$ cat config.mk
export PLATFORM = sky130hd
export DESIGN_NAME = lbcc_ram
export DESIGN_NICKNAME = d
export VERILOG_FILES = /design/src/hw/rtl/label_bbox_coverage_counter_macros.svh /design/src/hw/rtl/lbcc_ram.sv
export SDC_FILE = /design/constraint.sdc
export NUM_CORES = 1
export LEC_CHECK = 0
export BUFFER_PORTS_ARGS = -buffer_cell sky130_fd_sc_hd__buf_2
export CAP_MARGIN = 25
export CORE_MARGIN = 2
export CORE_UTILIZATION = 50
export DETAILED_ROUTE_END_ITERATION = 12
export GPL_TIMING_DRIVEN = 0
export PLACE_DENSITY = 0.67
export SLEW_MARGIN = 40
export SYNTH_ARGS = -nofsm -noshare
export SYNTH_HDL_FRONTEND = slang
export SYNTH_SLANG_ARGS = --single-unit
$ cat constraint.sdc
create_clock -name clk_i -period 2.3 [get_ports clk_i]
set_input_delay 0.23 -clock clk_i [delete_from_list [all_inputs] [get_ports clk_i]]
set_output_delay 0.23 -clock clk_i [all_outputs]
set_load 0.03 [all_outputs]
$ cat src/hw/rtl/label_bbox_coverage_counter_macros.svh
// assertion helpers for the label coverage counter
`ifndef LABEL_BBOX_COVERAGE_COUNTER_MACROS_SVH
`define LABEL_BBOX_COVERAGE_COUNTER_MACROS_SVH

`ifndef SYNTH
`define LBCC_ASSERT_IMPLIES(name, clk, rst_n, ante, cons) \
  name: assert property (@(posedge clk) disable iff (!rst_n) (ante) |-> (cons)) \
    else $error("lbcc assertion failed");
`define LBCC_ASSERT_NEXT(name, clk, rst_n, ante, cons) \
  name: assert property (@(posedge clk) disable iff (!rst_n) (ante) |=> (cons)) \
    else $error("lbcc assertion failed");
`else
`define LBCC_ASSERT_IMPLIES(name, clk, rst_n, ante, cons)
`define LBCC_ASSERT_NEXT(name, clk, rst_n, ante, cons)
`endif

`endif

$ cat src/hw/rtl/lbcc_ram.sv
`timescale 1ns / 1ps
`default_nettype none

module lbcc_ram #(
  parameter int unsigned Width = 8,
  parameter int unsigned Depth = 16,
  localparam int unsigned AddrW = $clog2(Depth)
) (
  input  wire logic             clk_i,
  input  wire logic             we_i,
  input  wire logic [AddrW-1:0] waddr_i,
  input  wire logic [Width-1:0] wdata_i,
  input  wire logic [AddrW-1:0] raddr_i,
  output logic      [Width-1:0] rdata_o
);

  logic [Width-1:0] mem [Depth];

  // read returns the old contents when the same entry is written
  always_ff @(posedge clk_i) begin
    if (we_i) begin
      mem[waddr_i] <= wdata_i;
    end
    rdata_o <= mem[raddr_i];
  end

endmodule

`default_nettype wire

Yosys cells after proc, flatten, opt, wreduce, memory -nomap -nowiden

Memories as Yosys holds them, arrays and structs flattened. A register that Yosys moved wholly into a read port is not among the register bits.
Cells that the tools add are included.

Muxes and demuxes: 2

Operators by type and width:

| kind             | count |
|---|---|
| 1-bit 2-to-1 mux | 2 |

Input port bits: 18
Memories kept: 1
Word-level logic and storage cells: 3
Flip-flop bits (word level): 0
Memory bits (writable): 128

Memory list:

| memory | depth | bits a word | read ports | clocked after memory_dff | write ports | RTL line       | source |
|---|---|---|---|---|---|---|---|
| mem    | 16    | 8           | 1          | 1                        | 1           | lbcc_ram.sv:17 | `logic [Width-1:0] mem [Depth];` |

Logic depth before layout (Yosys ltp)

Gate-level depths: netlist (run 1).

Depth after elaboration: 2
Depth in mapped cells: 5

Worst setup path after synthesis (run 1)

No wires, ideal clock.

Path type: input -> register
Start: input waddr_i[2]
End: memory mem[0][0] (enable)
Cell stages on the path: 2
Arrival time: 1.340 ns
Buffers on the path: 0
Setup slack: 0.577 ns
Library setup time: 0.383 ns
Cell sequence: or3b_2 nor3_1

RTL lines:

| item        | RTL line       | source |
|---|---|---|
| from (decl) | lbcc_ram.sv:11 | `input wire logic [AddrW-1:0] waddr_i,` |
| to (decl)   | lbcc_ram.sv:17 |  |

No word-level cell before the write port.

==> results of run 1 <==
## sequential cells by signal, indices dropped and copies added (netlist names)
| signal | count |
|---|---|
| rdata_o | 8 |
| mem | 128 |
## critical path: stages (launching register included)
cell and delay (ps):
edfxtp_1 360, mux4_2 480, a22oi_1 280, nand2_1 130
## synthesized netlist by cell type
cell             instances  area (µm²)
buf_4                    1        7.51
nand3_1                  1        5.00
nor2_1                  13        48.8
buf_2                    3        15.0
nand3b_1                 2        15.0
edfxtp_1               128        3840
or3b_2                   1        8.76
nand2b_1                 2        12.5
buf_6                    3        33.8
nor3_1                   4        20.0
and2_1                   1        6.26
dfxtp_1                  8         160
mux4_2                  18         405
a22oi_1                 16         120
nor2b_1                  1        6.26
nand2_1                  9        33.8
mux4_1                  14         368
and2b_1                  1        7.51
clkdlybuf4s25_2          3        30.0
## power by group through the flow
stage | clock network, µW | logic (µW) | registers, µW
floorplan | 0 | 141 | 2870
global placement | 0 | 283 | 2830
detailed placement | 0 | 293 | 2840
CTS | 2750 | 294 | 2780
global route | 2870 | 312 | 2790
finish | 2730 | 291 | 2780
## path summary, 6_finish.rpt
check / start / endpoint / slack (ps) / cells after the start
worst min-delay path: wdata_i[1] / mem[14][1] / 90 / 1
worst min register to register: mem[4][3] / rdata_o[3] / 690 / 3
worst max register to register: mem[3][7] / rdata_o[7] / 920 / 3
worst max-delay path: mem[3][7] / rdata_o[7] / 920 / 3
## cells by family (layout without fill, tap and decap cells)
kind of cell	count (synthesis)	in the layout	share of synthesized area [%]
AOI/OAI and AO/OA	16	16	2.33
and+or+nand+nor	35	35	3.18
muxes	32	32	15.0
DFF	136	136	77.8
buffers and inverters	10	67	1.68
## area by class of cell
cell class | instances | area [µm²]
plain buffers | 10 | 86.3
fillers | 727 | 4050
repair buffers | 25 | 125
well taps | 136 | 170
multi-input cells | 83 | 1110
flip-flops and latches | 136 | 4000
clock inverters | 14 | 181
clock buffers | 18 | 418
## layer usage
metal	wire length, µm	global-route usage, %	up-vias
met4	125	7.71	0
met1	4240	25.6	1250
met3	398	5.01	11
met5	0	0	-
met2	4840	30.6	72
li1	-	-	1063
## per-stage QoR
step	hold WS, ps	worst slack (ps)	utilization [%]	cells
5_1_grt	89.3	871	60.1	422
2_1_floorplan	329	577	-	229
6_report	90.7	923	60.1	422
3_3_place_gp	616	-64.4	53.6	389
3_5_place_dp	633	316	54.0	390
4_1_cts	76.7	825	59.9	422
==> results.ini, run 1 <==
[status]
outcome = finished, final reports clean

[clocking]
htree_num_levels = 4
ctsHoldBuffers = 0
ctsResizeCount = 0
cts_sinks = 136
numCtsBuffers = 17
clk_path_buf_depth = 2
cts_setup_buffers = 0
root_buffer = clkbuf_8
worstSkewPairLatency_ps = 520
cts_tree = yes
clk_pin_slew_ps = 60

[synthesis]
syn-num-nets = 247
yosysUniqueCellTypes = 19
synthCells = 229
avgSynthCellArea_um2 = 22.5
synth_warnings = 0
ys_seq_area_share_pct = 77.8
synth_area_mm2 = 0.00515
synth-seq-cells = 136

[finish]
syn2layout_area_growth_pct = 18.4
layout.cells.most_common = edfxtp_1
antennaDiodeCount = 0
post-route-cell-area_mm2 = 0.00609
final_cell_mix = edfxtp_1, buf_2, mux4_2
drive_gt1_share_pct = 33.6
nets = 291

[routing]
drc = 0
wl_mm = 9.61
dr.pass1.iters = 4
vias = 2396
avgRoutedWirePerCell_um = 22.8
drtAntennaViolNets = 0
drt_iter0_markers = 164
avgViaCountPerCell = 5.68

[grt]
grt_use_total_pct = 19.2
grt_antenna_before_repair = 0
gr-total-overflow = 0
grt_pass1_vias = 2446
grt_pass1_wl_mm = 14.7
grt_start_max_net_pins = 17

[pwr]
intPower_uw = 4630
p_comb_share_pct = 5.0
p_leak_uw = 0.00203
power_uw = 5810
clockPowerShare_pct = 47.1
switching_share_pct = 20.3
irDropWorstVdd_mv = 0.468
power.density_mw_per_mm2 = 953
p_switching_uw = 1180
seq_power_share_pct = 47.9

[place]
placed_area_mm2 = 0.00548
portBuffers = 24
dpl.hpwl_mm = 5.95
place.gp.congestion = 0.732

[job]
maxCapViolCount = 0

[timing]
worst_pin_slew_ps = 793
grt_setup_unrepaired = false
drv_slew = 0
setup_violations = 0
tns_ps = 0
clock_skew_ps = 9.17
max_freq_ghz = 0.726
maxSlewHeadroom_pct = 46.8
final.period_utilization_pct = 59.9
hold_viol = 0
post-route-min-period_ps = 1380

[die]
die_y_um = 105
die_w_um = 105
initial_core_util_pct = 50.8
pin_count = 26
dieArea_mm2 = 0.0111
fp-row-count = 37
core_area_mm2 = 0.0101

[min_path]
hp-class = input port to flop

[setup_path]
worst_setup_path_end_kind = flop
worstPathMaxFanout = 1
cp.arrival_ps = 1770
crit_type = flop to flop
crit_required_ps = 2690
crit_path_start_kind = flop

Power figures use the tool's default switching activity.
==> run 2: changes to the inputs <==
--- a/config.mk
+++ b/config.mk
@@ -5,6 +5,7 @@
 export SDC_FILE = /design/constraint.sdc
 export NUM_CORES = 1
 export LEC_CHECK = 0
+export ABC_AREA = 1
 export BUFFER_PORTS_ARGS = -buffer_cell sky130_fd_sc_hd__buf_2
 export CAP_MARGIN = 25
 export CORE_MARGIN = 2
==> constraint.sdc (replaced) <==
create_clock -name clk_i -period 1.4 [get_ports clk_i]
set_input_delay 0.14 -clock clk_i [delete_from_list [all_inputs] [get_ports clk_i]]
set_output_delay 0.14 -clock clk_i [all_outputs]
set_load 0.03 [all_outputs]
==> run 2 against run 1 <==
  * Die area increased by 12%
  * Total power increased by 53%
  * Core utilization decreased by 2.2 points
  * Critical endpoint is now mem[12][5]
==> results.ini, run 2 <==
[synthesis]
syn-num-nets = 569
yosysMostFrequentCell = nand2_1
synth_area_mm2 = 0.00577
yosysUniqueCellTypes = 12
synthCells = 551
synth_warnings = 0
ys.flop_type = edfxtp_1
avgSynthCellArea_um2 = 10.5
synth_area_leader_cell = edfxtp_1
synth_edf_count = 128
synth_common_cells = nand2_1, edfxtp_1, inv_1, nand3_1, nor2_1
ys_seq_area_share_pct = 69.4
synth.top_cells.by_area = edfxtp_1, nand2_1, nand3_1
synth-seq-cells = 136
yosysTopAreaCellShare_pct = 66.7
ys_async_sr_fraction_pct = 0

[clocking]
htree_num_levels = 4
cts_sinks = 136
root_buffer = clkbuf_16
clk_pin_slew_ps = 60
cts_tree = yes
clk_path_buf_depth = 2
worstSkewPairLatency_ps = 420
numCtsBuffers = 17
ctsHoldBuffers = 0
cts_setup_buffers = 0
ctsResizeCount = 0

[finish]
layout.cells.most_common = nand2_1
nets = 610
final_cell_mix = nand2_1, edfxtp_1, inv_1
reg.largest.list = mem: 128 flops, rdata_o: 8 flops
syn2layout_area_growth_pct = 13.6
top_register = mem
drive_gt1_share_pct = 12.1
largest_reg_flops = 128
antennaDiodeCount = 0

[timing]
maxSlewHeadroom_pct = 46.5
drv_slew = 0
hold_viol = 0
tns_ps = 0
setup_violations = 0
worst_pin_slew_ps = 800
grt_setup_unrepaired = false
max_freq_ghz = 0.929
final.period_utilization_pct = 76.9
post-route-min-period_ps = 1080
fin_hold_ws_ps = 133
clock_skew_ps = 6.11

[job]
maxCapViolCount = 0

[setup_path]
cpMaxStageDelayCell = nor2_1
cp_cell_sequence = buf_2 > inv_1 > nand2_1 > nor2_1
ff2ff_setup_slack_ps = 360
crit_path_start_kind = input port
crit_required_ps = 1440
cp.arrival_ps = 1120
crit_buf_inv = 2
worst_setup_path_end_kind = flop
crit_type = input port to flop
cpPeakStageDelay_ps = 660
crit_family = simple AND/OR/NAND/NOR gates
worstPathMaxFanout = 8

[routing]
drtAntennaViolNets = 0
vias = 3857
drc = 0
avgViaCountPerCell = 5.16
dr.pass1.iters = 6
wl_mm = 13.6
avgRoutedWirePerCell_um = 18.2
drt_iter0_markers = 378

[die]
dieArea_mm2 = 0.0124
pin_count = 26
fp-row-count = 39
die_y_um = 111
initial_core_util_pct = 50.9
core_area_mm2 = 0.0113
die_w_um = 111

[pwr]
switching_share_pct = 22.2
p_switching_uw = 1980
clockPowerShare_pct = 41.4
intPower_uw = 6930
power.density_mw_per_mm2 = 1360
power_uw = 8910
irDropWorstVdd_mv = 0.811
seq_power_share_pct = 51.4
p_comb_share_pct = 7.2
p_leak_uw = 0.00284

[grt]
grt_start_max_net_pins = 17
grt_pass1_wl_mm = 20.5
gr-total-overflow = 0
grt_antenna_before_repair = 0
grt_use_total_pct = 22.9
grt_pass1_vias = 3699

[place]
portBuffers = 22
place.gp.congestion = 0.883
dpl.hpwl_mm = 8.80

[min_path]
hp-class = input port to flop

[status]
outcome = finished, final reports clean

[run 2: layout make-up]
cell class	instances	area [µm²]
Buffer	24	166
Clock buffer	23	448
Clock inverter	8	32.5
Fill cell	971	4770
Inverter	102	383
Multi-Input combinational cell	289	1230
Sequential cell	136	4000
Tap cell	143	179
Timing Repair Buffer	22	110
[run 2: final timing paths]
kind,startpoint,endpoint,cells past startpoint
hold / removal,wdata_i[2],mem[1][2],1
setup reg to reg,mem[9][1],rdata_o[1],6
hold reg to reg,mem[9][6],rdata_o[6],6
setup / recovery,waddr_i[0],mem[12][5],4
[run 2: per-layer routing]
metal	global-route usage (%)	share of wire, %	vias up
li1	-	-	1859
met5	0	0	-
met3	5.17	8.7	28
met2	36.3	46	200
met4	10.2	2.9	0
met1	30.6	42	1770
[run 2: kinds of logic after synthesis]
group,count (synthesis),synth area share (%)
AND/OR/NAND/NOR,289,21.0
buffers and inverters,126,9.52
flip-flops,136,69.4
[run 2: through the flow]
| step | area [µm²] | std cells | setup WS, ps | util, % |
|---|---|---|---|---|
| finish | 6550 | 747 | 323 | 57.9 |
| global route | 6550 | 747 | 233 | 57.9 |
| CTS | 6540 | 747 | 156 | 57.8 |
| detailed placement | 6060 | 716 | -283 | 53.5 |
| global placement | 6060 | 716 | -200 | 53.5 |
| floorplan | 5770 | 551 | 309 | - |
[run 2: power groups by stage]
| stage | combinational (µW) | sequential (µW) | clock, µW |
|---|---|---|---|
| finish | 644 | 4580 | 3690 |
| global route | 695 | 4580 | 3880 |
| CTS | 639 | 4580 | 3710 |
| detailed placement | 634 | 4660 | 0 |
| global placement | 621 | 4660 | 0 |
| floorplan | 321 | 4710 | 0 |
